<file path="config.mk">
export PLATFORM = sky130hd
export DESIGN_NAME = old_password_hash_short_search_unit
export DESIGN_NICKNAME = d
export VERILOG_FILES = /design/src/hw/rtl/ophss_pkg.sv /design/src/hw/rtl/old_password_hash_short_search_unit.sv /design/src/hw/rtl/ophss_hash_pipe.sv
export VERILOG_INCLUDE_DIRS = /design/src /design/src/hw/rtl
export SDC_FILE = /design/constraint.sdc
export NUM_CORES = 1
export LEC_CHECK = 0
export BUFFER_PORTS_ARGS = -buffer_cell sky130_fd_sc_hd__buf_2
export CORE_MARGIN = 4
export CORE_UTILIZATION = 45
export CTS_CLUSTER_DIAMETER = 150
export CTS_CLUSTER_SIZE = 30
export DETAILED_ROUTE_END_ITERATION = 10
export SYNTH_ARGS = -nofsm -noshare
export SYNTH_HDL_FRONTEND = slang
export SYNTH_SLANG_ARGS = --single-unit
export TNS_END_PERCENT = 10
</file>
<file path="constraint.sdc">
create_clock -name clk -period 5.75 [get_ports clk]
set_input_delay 1.15 -clock clk [delete_from_list [all_inputs] [get_ports clk]]
set_output_delay 1.15 -clock clk [all_outputs]
set_load 0.01 [all_outputs]
</file>
<file path="src/hw/rtl/old_password_hash_short_search_unit_macros.svh">
// assertion macros for the short password search unit
`ifndef OLD_PASSWORD_HASH_SHORT_SEARCH_UNIT_MACROS_SVH
`define OLD_PASSWORD_HASH_SHORT_SEARCH_UNIT_MACROS_SVH
`ifndef SYNTHESIS
`define OPHSS_ASSERT_IMP(lbl, ante, cons) \
	lbl: assert property (@(posedge clk) disable iff (!arst_n) (ante) |-> (cons)) \
		else $error("same cycle check failed");
`define OPHSS_ASSERT_NXT(lbl, ante, cons) \
	lbl: assert property (@(posedge clk) disable iff (!arst_n) (ante) |=> (cons)) \
		else $error("next cycle check failed");
`else
`define OPHSS_ASSERT_IMP(lbl, ante, cons)
`define OPHSS_ASSERT_NXT(lbl, ante, cons)
`endif
`endif

</file>
<file path="src/hw/rtl/ophss_pkg.sv">
// shared constants and types for the short password search unit
package ophss_pkg;

	localparam logic [31:0] SEED_FIRST      = 32'h50305735;
	localparam logic [31:0] SEED_SECOND     = 32'h12345671;
	localparam logic [31:0] SEED_FIRST_SHL  = 32'h30573500;
	localparam logic [31:0] SEED_SECOND_SHL = 32'h34567100;
	localparam logic [7:0]  ACC_START       = 8'd7;
	localparam logic [6:0]  CODE_LOW        = 7'd33;
	localparam logic [6:0]  CODE_HIGH       = 7'd126;
	localparam logic [1:0]  LEN_NONE        = 2'd0;
	localparam logic [1:0]  LEN_ONE         = 2'd1;
	localparam logic [1:0]  LEN_TWO         = 2'd2;

	typedef struct packed {
		logic       valid;
		logic       single;
		logic       last;
		logic [6:0] c1;
		logic [6:0] c2;
	} cand_t;

	typedef struct packed {
		logic       valid;
		logic       match;
		logic       single;
		logic       last;
		logic [6:0] c1;
		logic [6:0] c2;
	} hit_t;

endpackage

</file>
<file path="src/hw/rtl/old_password_hash_short_search_unit.sv">
// short password search: candidates are tried in order until one matches or the last is tried
// a request walks at most 8930 candidates, one per cycle through a six stage hash pipeline
// one request is searched at a time
// a finished result waits in the output register while the next request is searched
// asynchronous active low reset empties the pipeline, pending result and output and resets the candidate generator
`include "old_password_hash_short_search_unit_macros.svh"

module old_password_hash_short_search_unit (
	input  logic        clk,
	input  logic        arst_n,
	input  logic        req_valid,
	output logic        req_stall,
	input  logic [30:0] target_first,
	input  logic [30:0] target_second,
	output logic        rsp_valid,
	input  logic        rsp_stall,
	output logic        found,
	output logic [1:0]  pw_length,
	output logic [6:0]  first_char,
	output logic [6:0]  second_char
);

	logic        busy_q;
	logic        issuing_q;
	logic        single_q;
	logic [6:0]  c1_q, c2_q;
	logic [30:0] tgt_first_q, tgt_second_q;

	logic        pend_valid_q;
	logic        pend_found_q;
	logic [1:0]  pend_len_q;
	logic [6:0]  pend_c1_q, pend_c2_q;

	logic        rsp_valid_q;
	logic        found_q;
	logic [1:0]  len_q;
	logic [6:0]  first_q, second_q;

	logic             accept;
	logic             done;
	logic             out_load;
	logic             last_cand;
	ophss_pkg::cand_t cand;
	ophss_pkg::hit_t  hit;

	assign accept    = req_valid && !busy_q;
	assign req_stall = busy_q;
	assign last_cand = !single_q && (c1_q == ophss_pkg::CODE_HIGH)
		&& (c2_q == ophss_pkg::CODE_HIGH);
	assign cand      = '{valid: issuing_q, single: single_q, last: last_cand,
		c1: c1_q, c2: c2_q};
	assign done      = hit.valid && (hit.match || hit.last);
	assign out_load  = pend_valid_q && (!rsp_valid_q || !rsp_stall);

	ophss_hash_pipe u_pipe (
		.clk        (clk),
		.arst_n     (arst_n),
		.flush      (done),
		.tgt_first  (tgt_first_q),
		.tgt_second (tgt_second_q),
		.cand       (cand),
		.hit        (hit)
	);

	always_ff @(posedge clk) begin
		if (accept) begin
			tgt_first_q  <= target_first;
			tgt_second_q <= target_second;
		end
	end

	// candidate generator
	always_ff @(posedge clk or negedge arst_n) begin
		if (!arst_n) begin
			issuing_q <= 1'b0;
			single_q  <= 1'b1;
			c1_q      <= ophss_pkg::CODE_LOW;
			c2_q      <= ophss_pkg::CODE_LOW;
		end else if (accept) begin
			issuing_q <= 1'b1;
			single_q  <= 1'b1;
			c1_q      <= ophss_pkg::CODE_LOW;
			c2_q      <= ophss_pkg::CODE_LOW;
		end else if (done) begin
			issuing_q <= 1'b0;
		end else if (issuing_q) begin
			if (single_q) begin
				single_q <= 1'b0;
				c2_q     <= ophss_pkg::CODE_LOW;
			end else if (c2_q == ophss_pkg::CODE_HIGH) begin
				if (c1_q == ophss_pkg::CODE_HIGH) begin
					issuing_q <= 1'b0;
				end else begin
					c1_q     <= c1_q + 7'd1;
					single_q <= 1'b1;
				end
			end else begin
				c2_q <= c2_q + 7'd1;
			end
		end
	end

	// request tracking and result hand-off
	always_ff @(posedge clk or negedge arst_n) begin
		if (!arst_n) begin
			busy_q       <= 1'b0;
			pend_valid_q <= 1'b0;
			rsp_valid_q  <= 1'b0;
		end else begin
			if (accept) begin
				busy_q <= 1'b1;
			end else if (out_load) begin
				busy_q <= 1'b0;
			end
			if (done) begin
				pend_valid_q <= 1'b1;
			end else if (out_load) begin
				pend_valid_q <= 1'b0;
			end
			if (out_load) begin
				rsp_valid_q <= 1'b1;
			end else if (!rsp_stall) begin
				rsp_valid_q <= 1'b0;
			end
		end
	end

	always_ff @(posedge clk) begin
		if (done) begin
			pend_found_q <= hit.match;
			pend_len_q   <= !hit.match ? ophss_pkg::LEN_NONE :
				(hit.single ? ophss_pkg::LEN_ONE : ophss_pkg::LEN_TWO);
			pend_c1_q    <= hit.match ? hit.c1 : 7'd0;
			pend_c2_q    <= (hit.match && !hit.single) ? hit.c2 : 7'd0;
		end
		if (out_load) begin
			found_q  <= pend_found_q;
			len_q    <= pend_len_q;
			first_q  <= pend_c1_q;
			second_q <= pend_c2_q;
		end
	end

	assign rsp_valid   = rsp_valid_q;
	assign found       = found_q;
	assign pw_length   = len_q;
	assign first_char  = first_q;
	assign second_char = second_q;

	`OPHSS_ASSERT_IMP(a_issue_in_request, issuing_q, busy_q)
	`OPHSS_ASSERT_IMP(a_no_issue_after_done, pend_valid_q, !issuing_q)
	`OPHSS_ASSERT_NXT(a_done_stops_issue, done, !issuing_q && pend_valid_q)
	`OPHSS_ASSERT_IMP(a_miss_is_zero, rsp_valid_q && !found_q,
		len_q == ophss_pkg::LEN_NONE && first_q == 7'd0 && second_q == 7'd0)
	`OPHSS_ASSERT_IMP(a_hit_shape, rsp_valid_q && found_q,
		(len_q == ophss_pkg::LEN_ONE && second_q == 7'd0) ||
		(len_q == ophss_pkg::LEN_TWO && second_q >= ophss_pkg::CODE_LOW))

endmodule

</file>
<file path="src/hw/rtl/ophss_hash_pipe.sv">
// six stage hash and compare pipeline, one candidate per cycle
module ophss_hash_pipe (
	input  logic               clk,
	input  logic               arst_n,
	input  logic               flush,
	input  logic [30:0]        tgt_first,
	input  logic [30:0]        tgt_second,
	input  ophss_pkg::cand_t   cand,
	output ophss_pkg::hit_t    hit
);

	typedef struct packed {
		logic       single;
		logic       last;
		logic [6:0] c1;
		logic [6:0] c2;
	} info_t;

	logic [6:1] v_q;
	info_t info_s1, info_s2, info_s3, info_s4, info_s5, info_s6;

	logic [31:0] a1_s1, a1_s2, a1_s3;
	logic [7:0]  acc_s1;
	logic [31:0] b1_s2, b1_s3, b1_s4;
	logic [7:0]  m_s2;
	logic [14:0] p_s3;
	logic [31:0] a2_s4, a2_s5;
	logic [31:0] b2_s5;
	logic        match_s6;

	logic [7:0]  m1;
	logic [14:0] p1;
	logic [31:0] t1;
	logic [31:0] t2;
	logic [31:0] b2_next;

	assign m1 = {2'b00, ophss_pkg::SEED_FIRST[5:0]} + ophss_pkg::ACC_START;
	assign p1 = 15'(m1) * {8'd0, cand.c1};
	assign t1 = ophss_pkg::SEED_FIRST_SHL + {17'd0, p1};
	assign t2 = {a1_s3[23:0], 8'd0} + {17'd0, p_s3};
	assign b2_next = b1_s4 + ({b1_s4[23:0], 8'd0} ^ a2_s4);

	always_ff @(posedge clk or negedge arst_n) begin
		if (!arst_n) begin
			v_q <= '0;
		end else if (flush) begin
			v_q <= '0;
		end else begin
			v_q <= {v_q[5:1], cand.valid};
		end
	end

	always_ff @(posedge clk) begin
		// stage 1: first round on the first character
		info_s1 <= '{single: cand.single, last: cand.last, c1: cand.c1, c2: cand.c2};
		a1_s1   <= ophss_pkg::SEED_FIRST ^ t1;
		acc_s1  <= ophss_pkg::ACC_START + {1'b0, cand.c1};
		// stage 2: second word of the first round, multiplier operand
		info_s2 <= info_s1;
		a1_s2   <= a1_s1;
		b1_s2   <= ophss_pkg::SEED_SECOND + (ophss_pkg::SEED_SECOND_SHL ^ a1_s1);
		m_s2    <= {2'b00, a1_s1[5:0]} + acc_s1;
		// stage 3: second round product
		info_s3 <= info_s2;
		a1_s3   <= a1_s2;
		b1_s3   <= b1_s2;
		p_s3    <= 15'(m_s2) * {8'd0, info_s2.c2};
		// stage 4: second round first word
		info_s4 <= info_s3;
		b1_s4   <= b1_s3;
		a2_s4   <= info_s3.single ? a1_s3 : (a1_s3 ^ t2);
		// stage 5: second round second word
		info_s5 <= info_s4;
		a2_s5   <= a2_s4;
		b2_s5   <= info_s4.single ? b1_s4 : b2_next;
		// stage 6: compare with the target
		info_s6  <= info_s5;
		match_s6 <= (a2_s5[30:0] == tgt_first) && (b2_s5[30:0] == tgt_second);
	end

	assign hit = '{valid: v_q[6], match: match_s6, single: info_s6.single,
		last: info_s6.last, c1: info_s6.c1, c2: info_s6.c2};

endmodule
</file>
== Word level (Yosys, flattened, before mapping) ==
Cells that the tools add are included.
Word-level totals
  bits in registers: 528
  input bits: 66
  output and inout port bits: 19
  logic and storage cells: 130
Cells by class
  add/sub/neg operators: 8
  multiply operators: 2
  equality and inequality tests: 9
  muxes and demuxes: 31
  bitwise logic cells: 4
  reduce and logical (&&, ||, !) cells: 21
Operators with widths (number)
  two-way mux 7 bit: 11
  equality test 31 bit: 2
  two-way mux 31 bit: 2
  bitwise XOR 31 bit: 2
  adder 29 x 31 -> 31 bit, first input constant: 1
  adder 30 x 13 -> 31 bit, first input constant: 1
  adder 31 x 15 -> 31 bit: 1
  adder 31 bit: 1
  two-way mux 1 bit: 16
  multiplier 8 x 7 -> 15 bit: 1
  adder 7 x 1 -> 7 bit, second input constant: 2
  equality test 7 bit, second input constant: 2
  NOT 13 bit: 1
  multiplier 4 x 7 -> 11 bit, first input constant: 1
  NOT 11 bit: 1
  adder 3 x 7 -> 8 bit, first input constant: 1
  adder 6 x 8 -> 8 bit: 1
  nonzero test 2 bit: 4
  logical AND 1 bit: 7
  two-way mux 6 bit: 1
  zero test 1 bit: 5
  AND reduction 5 bit: 1
  != test 2 x 1 -> 1 bit, second input constant: 2
  != test 2 bit, second input constant: 2
  other kinds (5): 6

== Depth between registers and ports, before layout ==
Gate-level depths: netlist of run 1.
  word-level depth: 7
  mapped depth: 16
  mapped depth without buffers: 16

== By module ==
From an unflattened synthesis of run 1, not the netlist that was laid out.
Unflattened totals
  cell total of the unflattened synthesis: 1248
  area, all modules: 15519.9 µm²
By module, submodules not included
  ophss_hash_pipe: instances 1, cells an instance 1028, area an instance 11532.3 µm², seq. area each 5815.6 µm²
  old_password_hash_short_search_unit: instances 1, cells an instance 220, area an instance 3987.6 µm², seq. area each 3364.5 µm²

== Worst setup path before layout of run 1 ==
No wires, ideal clock.
  path kind: flip-flop to flip-flop
  start point: register u_pipe.info_s2[3] (netlist name)
  end point: register u_pipe.p_s3[14]
  library setup time: 0.072 ns
  arrival: 3.991 ns
  data required time: 5.678 ns
  path slack: 1.687 ns
  cell stages (with the launch flop): 17
  path buffers: 0
  period minus slack after synthesis: 4.063 ns
  path through: dfxtp_1 > and2_1 > fa_1 > inv_1 > fa_1 > inv_1 > fa_1 > inv_1 > fa_1 > inv_1 > ha_1 > o21ai_0 > nor2_1 > nor4_1 > o31ai_1 > o41ai_1 > xnor2_1
On the way
  word-level cells in the longest chain between the ends: 1
RTL lines
  start, declared: line ophss_hash_pipe.sv:20  | info_t info_s1, info_s2, info_s3, info_s4, info_s5, info_s6;
  start signal, assigned: line ophss_hash_pipe.sv:59  | info_s2 <= info_s1;
  multiplier 8 x 7 -> 15 bit: line ophss_hash_pipe.sv:67  | p_s3 <= 15'(m_s2) * {8'd0, info_s2.c2};
  end signal, assigned: line ophss_hash_pipe.sv:67
  end, declared: line ophss_hash_pipe.sv:26  | logic [14:0] p_s3;
Every way passes these cells.
A chain may end at the register's enable or synchronous reset.

== Final worst setup path of run 1 ==
  start point: register u_pipe.info_s2[6] (netlist name)
  end point: register u_pipe.p_s3[14]
Same word-level chain as after synthesis.

==> results.yml, run 1 <==
status:
  status: "finished clean"
sta:
  max_freq_mhz: 223.2
  fin_crit_ns: 4.481
  rsz0062_at_grt: "false"
  setup_slack_ns: 1.269
  fin_tns_setup_ns: 0
  drv_slew: 0
  slew_headroom: 0.3779
  fin_crit_sh: 0.7793
  fin_skew_ns: 0.03108
  setup_viol: 0
  hold_viol_final: 0
  tightest_slew_ns: 0.9332
detailed_routing:
  drt_iter0_drc: 370
  drc: 0
  drtPass1Iterations: 4
  wire_per_inst_um: 15.53
  routed_wirelength_um: 27650
  ant_nets: 0
  vias: 8661
  detail_route.vias_per_cell: 4.866
min_path:
  min_to: "u_pipe.info_s5[14]"
  hp-start: "u_pipe.info_s4[14]"
  hp-class: "reg -> reg"
  hold_depth: 0
yosys:
  ys_warn_count: 0
  ys_ff_latch: 404
  yosys.area.top_type: "dfxtp_1"
  ys_types: 69
  synthCells: 1226
  yosysSeqAreaShare: 0.5942
  synth_edf_count: 96
  syn_area_mm2: 0.01545
  synth_area_per_cell_um2: 12.60
  syn_nets: 1418
  synth_common_cells: "283 x dfxtp_1, 96 x edfxtp_1, 85 x ha_1, 84 x xnor2_1"
  synth_ff_type: "dfxtp_1"
  yosysMostFrequentCell: "dfxtp_1"
  yosysTopAreaCellShare: 0.3667
  synthTopCellsByArea: "dfxtp_1 37%, edfxtp_1 19%, ha_1 6.9%, fa_1 5.3%, xnor2_1 4.8%"
  ys_async_sr_fraction: 0.06188
floorplanning:
  die_width_um: 193.3
  ios: 85
  die_area_mm2: 0.03736
  initial_core_util: 0.4584
  fp.dieH_um: 193.3
  fp.coreArea_mm2: 0.03370
  rows: 67
cts:
  cts_sinks: 404
  cts_setup_buffers: 0
  postCtsResizedCells: 0
  clk_pin_slew_ns: 0.11
  clock_latency_ns: 0.53
  holdBufCountCts: 0
  ctsRootBufferMaster: "clkbuf_16"
  numCtsBuffers: 17
  cts_tree: "built"
  cts_max_path_buffers: 3
  h-tree-depth: 1
power_and_ir_drop:
  p_comb_frac: 0.413
  seqPwrFrac: 0.442
  cellPowerDensity_mw_per_mm2: 569.3
  p_leak_nw: 6.897
  power_switching_mw: 3.532
  p_sw_frac: 0.3672
  vdd_drop_max_v: 0.0003021
  p_total_mw: 9.620
  power_frac_clock: 0.145
  internal_power_mw: 6.087
placement:
  place_ws_ns: 1.306
  io_buffers: 84
  placed_cell_area_mm2: 0.01640
  dpl.hpwl_um: 21000
  finalWeightedCongestion: 0.8274
setup_path:
  crit_path_max_fanout: 9
  r2r_cells: 15
  endpoint_kind: "register"
  worstSetupPathType: "reg -> reg"
  r2r-start: "u_pipe.info_s2[6]"
  ff2ff_setup_slack_ns: 1.27
  r2r_end: "u_pipe.p_s3[14]"
  startpoint_type: "register"
  worstPathArrival_ns: 4.95
  cp_data_required_time_ns: 6.22
grt:
  track_usage: 0.1487
  antenna_found_initial: 0
  grt.overflow.total: 0
  grt_pass1_wl_um: 46090
  grt_max_degree: 44
  grt_pass1_vias: 8934
finish:
  final_nets: 1513
  drive_gt1_frac: 0.09910
  area_delta_synth_final_pct: 9.371
  diodes: 0
  final_util: 0.5014
  fin_area_mm2: 0.01690
flow_run:
  drv_cap: 0
## worst max path at each step
stage | start | to | slack (ns) | cells past startpoint
after floorplan | u_pipe.info_s2[3] | u_pipe.p_s3[14] | 1.69 | 16
after global placement | u_pipe.info_s2[6] | u_pipe.p_s3[14] | 1.37 | 15
after detailed placement | u_pipe.info_s2[5] | u_pipe.p_s3[14] | 1.31 | 15
after CTS | u_pipe.info_s2[6] | u_pipe.p_s3[14] | 1.28 | 15
after global routing | u_pipe.info_s2[6] | u_pipe.p_s3[14] | 0.99 | 15
final | u_pipe.info_s2[6] | u_pipe.p_s3[14] | 1.27 | 15
## metal layers
metal	GRT usage	part of all wire	up-vias
li1	-	-	4358
met4	0.02990	0.017	0
met2	0.2444	0.46	164
met5	0	0	-
met3	0.02766	0.048	30
met1	0.2086	0.48	4109
## state kept, by name (all words and copies together), names as in the netlist, 12 cells and up
name            flops
tgt_first_q        31
tgt_second_q       31
u_pipe.a1_s1       12
u_pipe.a1_s2       13
u_pipe.a1_s3       13
u_pipe.a2_s4       26
u_pipe.a2_s5       26
u_pipe.b1_s2       12
u_pipe.b1_s3       12
u_pipe.b1_s4       14
u_pipe.b2_s5       29
u_pipe.hit         16
u_pipe.info_s1     16
u_pipe.info_s2     16
u_pipe.info_s3     16
u_pipe.info_s4     15
u_pipe.info_s5     15
u_pipe.p_s3        15
## critical path: stages, from the launching register on
cell     delay (ns)
dfxtp_1        0.51
nand2_1        0.13
fa_1           0.54
fa_1           0.55
inv_1          0.05
fa_1           0.52
inv_1          0.05
fa_1           0.53
inv_1          0.04
ha_1           0.33
o21ai_0        0.09
nor2_1         0.09
nor4_1         0.29
o31ai_1        0.19
o41ai_1        0.34
xnor2_1        0.16
## kinds of logic (layout without fill, tap and decap cells)
| group | Yosys count | count (layout) | share of synthesized area |
|---|---|---|---|
| fa+ha+maj | 126 | 126 | 0.1220 |
| buf+inv | 84 | 190 | 0.02057 |
| mux | 4 | 4 | 0.002915 |
| simple gates | 296 | 296 | 0.09921 |
| compound gates | 156 | 156 | 0.07216 |
| flops | 404 | 404 | 0.5942 |
| xor+xnor | 156 | 156 | 0.08893 |
## area by class of cell
class                   count  area [um^2]
clock buffers              28        466.7
clock inverters             2        25.02
fillers                  3022        16800
inverters                  74        277.8
multi-input cells         738         5951
flip-flops and latches    404         9180
well taps                 448        560.5
repair buffers             86        435.4
## cells in the final DEF (no fill, tap or decap), types with 4 or more instances in the layout
master / count
clkbuf_16: 17
a31oi_1: 7
nor3b_1: 6
o31ai_1: 6
nand3_1: 15
o21ai_1: 8
dfstp_2: 5
a21o_1: 14
clkbuf_1: 11
o311ai_1: 6
and2_1: 71
xor2_1: 71
o21a_1: 10
and3_1: 6
edfxtp_1: 96
o31a_1: 4
buf_2: 84
or3_1: 5
nor3_1: 14
dfrtp_1: 20
nor4_1: 14
a21oi_1: 32
dfxtp_1: 283
nand2b_1: 5
inv_1: 70
ha_1: 85
nor2b_1: 7
a211oi_1: 12
o21ai_0: 25
xnor2_1: 84
fa_1: 41
nand2_1: 65
nand4_1: 17
nor2_1: 59
## power groups by stage
stage          clock network, mW  registers (mW)  logic [mW]
6_report                    1.40            4.25        3.97
5_1_grt                     1.57            4.35        4.56
4_1_cts                     1.46            4.26        4.02
3_5_place_dp                   0            4.33        3.99
3_3_place_gp                   0            4.32        3.96
2_1_floorplan                  0            4.11        3.21
## metrics by stage
| stage | hold slack [ns] | std cells |
|---|---|---|
| final | 0.3213 | 1780 |
| after global routing | 0.3221 | 1780 |
| after CTS | 0.3226 | 1780 |
| after detailed placement | 0.3121 | 1750 |
| after global placement | 0.3100 | 1750 |
| after floorplan | 0.3096 | 1226 |
Power figures use the tool's default switching activity.
==> run 2: changes to the inputs <==
Clock period 5.75 ns to 4.6 ns, I/O delays scaled along.
==> run 2 against run 1 <==
Non-clock buffer count grew 3; worst hold slack lost 0.0057 ns; sequential cell count stayed put; critical path depth decreased by 1; cell area increased by 0.27%; combinational power increased by 27%; clock skew rose by 0.0045 ns; total power is 26% higher; die area unchanged; via count is 0.30% higher; wire length rose by 1.9%; sequential share of layout area shrank 0.13 points; largest cell class unchanged; highest routed layer unchanged.
==> results.yml, run 2 (synthesized netlist as in run 1, its figures left out) <==
cts:
  holdBufCountCts: 0
  cts_max_path_buffers: 3
  cts_tree: "built"
  postCtsResizedCells: 0
  cts_sinks: 404
  clock_latency_ns: 0.53
  h-tree-depth: 1
  numCtsBuffers: 17
  cts_setup_buffers: 0
  clk_pin_slew_ns: 0.12
  ctsRootBufferMaster: "clkbuf_16"
detailed_routing:
  drtPass1Iterations: 4
  ant_nets: 0
  detail_route.vias_per_cell: 4.872
  vias: 8687
  drt_iter0_drc: 456
  drc: 0
  routed_wirelength_um: 28170
  wire_per_inst_um: 15.80
sta:
  drv_slew: 0
  rsz0062_at_grt: "false"
  fin_crit_ns: 4.421
  fin_skew_ns: 0.03562
  fin_crit_sh: 0.9611
  hold_viol_final: 0
  setup_viol: 0
  tightest_slew_ns: 0.9713
  setup_slack_ns: 0.1792
  whs_ns: 0.3156
  slew_headroom: 0.3525
  max_freq_mhz: 226.2
  fin_tns_setup_ns: 0
placement:
  io_buffers: 84
  dpl.hpwl_um: 21230
  placed_cell_area_mm2: 0.01643
  finalWeightedCongestion: 0.8086
  place_ws_ns: 0.1267
grt:
  grt_pass1_wl_um: 46580
  grt_max_degree: 43
  met3_usage: 0.02679
  busiest_layer: "met2"
  antenna_found_initial: 0
  track_usage: 0.1506
  use_met2: 0.2499
  grt_pass1_vias: 9035
  grt_util_met1: 0.2106
  grt.overflow.total: 0
floorplanning:
  ios: 85
  rows: 67
  die_area_mm2: 0.03736
  fp.coreArea_mm2: 0.03370
  fp.dieH_um: 193.3
  die_width_um: 193.3
  initial_core_util: 0.4584
min_path:
  min_to: "u_pipe.info_s2[6]"
  hp-start: "u_pipe.info_s1[6]"
  hp-class: "reg -> reg"
  hold_depth: 0
finish:
  fin_area_mm2: 0.01694
  final_nets: 1516
  diodes: 0
  area_delta_synth_final_pct: 9.670
  final_common_cell: "dfxtp_1"
  largestRegisters: "tgt_first_q: 31 flops, tgt_second_q: 31 flops, u_pipe.b2_s5: 29 flops"
  drive_gt1_frac: 0.1056
  final_cell_mix: "281 x dfxtp_1, 96 x edfxtp_1, 85 x ha_1"
  final_util: 0.5027
setup_path:
  worstPathArrival_ns: 4.89
  worstSetupPathType: "reg -> reg"
  r2r_end: "u_pipe.p_s3[13]"
  ff2ff_setup_slack_ns: 0.18
  endpoint_kind: "register"
  cp_data_required_time_ns: 5.07
  r2r_cells: 14
  startpoint_type: "register"
  crit_path_max_fanout: 9
  r2r-start: "u_pipe.info_s2[4]"
power_and_ir_drop:
  p_leak_nw: 6.925
  cellPowerDensity_mw_per_mm2: 715.4
  vdd_drop_max_v: 0.0003716
flow_run:
  drv_cap: 0
status:
  status: "finished clean"
==> run 2: cell count changes in the layout (fill, tap and decap cells not counted), sizes merged <==
cell,before,now
buf,86,89
==> run 2: final cells by class <==
type	count	area, um^2
clock buffers	28	466.7
clock inverters	2	25.02
fillers	3037	16760
inverters	74	277.8
multi-input cells	738	5972
flip-flops and latches	404	9183
well taps	448	560.5
repair buffers	89	457.9
==> run 2: per-layer routing <==
layer / vias up / routed length, um
met4: 0 / 429
met5: - / 0
li1: 4371 / -
met1: 4152 / 13710
met3: 20 / 1160
met2: 144 / 12870
==> run 2: worst max-delay path, stage by stage, from the launching register on <==
cell,delay (ns)
dfxtp_1,0.54
and2_1,0.20
fa_1,0.44
fa_1,0.54
fa_1,0.55
inv_1,0.05
fa_1,0.53
inv_1,0.04
ha_1,0.32
or2_2,0.30
o31a_1,0.12
o41ai_2,0.07
o21ai_1,0.15
o41ai_1,0.34
xnor2_1,0.17
==> run 2: worst max-delay path by stage <==
| stage | startpoint | endpoint | slack [ns] |
|---|---|---|---|
| 2_1_floorplan | u_pipe.info_s2[3] | u_pipe.p_s3[14] | 0.54 |
| 3_3_place_gp | u_pipe.info_s2[3] | u_pipe.p_s3[14] | 0.23 |
| 3_5_place_dp | u_pipe.info_s2[5] | u_pipe.p_s3[14] | 0.13 |
| 4_1_cts | u_pipe.info_s2[5] | u_pipe.p_s3[14] | 0.10 |
| 5_1_grt | u_pipe.info_s2[3] | u_pipe.p_s3[14] | 0.03 |
| 6_report | u_pipe.info_s2[4] | u_pipe.p_s3[13] | 0.18 |
==> run 2: through the flow <==
step	power, mW	instances
finish	12.12	1783
global route	13.18	1783
CTS	12.22	1783
detailed placement	10.43	1753
global placement	10.37	1753
floorplan	9.151	1226
==> run 2: report_power, final <==
| group | total (mW) | switching [mW] | internal (mW) | leakage (nW) |
|---|---|---|---|---|
| registers | 5.31 | 0.661 | 4.65 | 3.41 |
| clock network | 1.75 | 1.03 | 0.722 | 0.234 |
| logic | 5.05 | 2.79 | 2.26 | 3.28 |
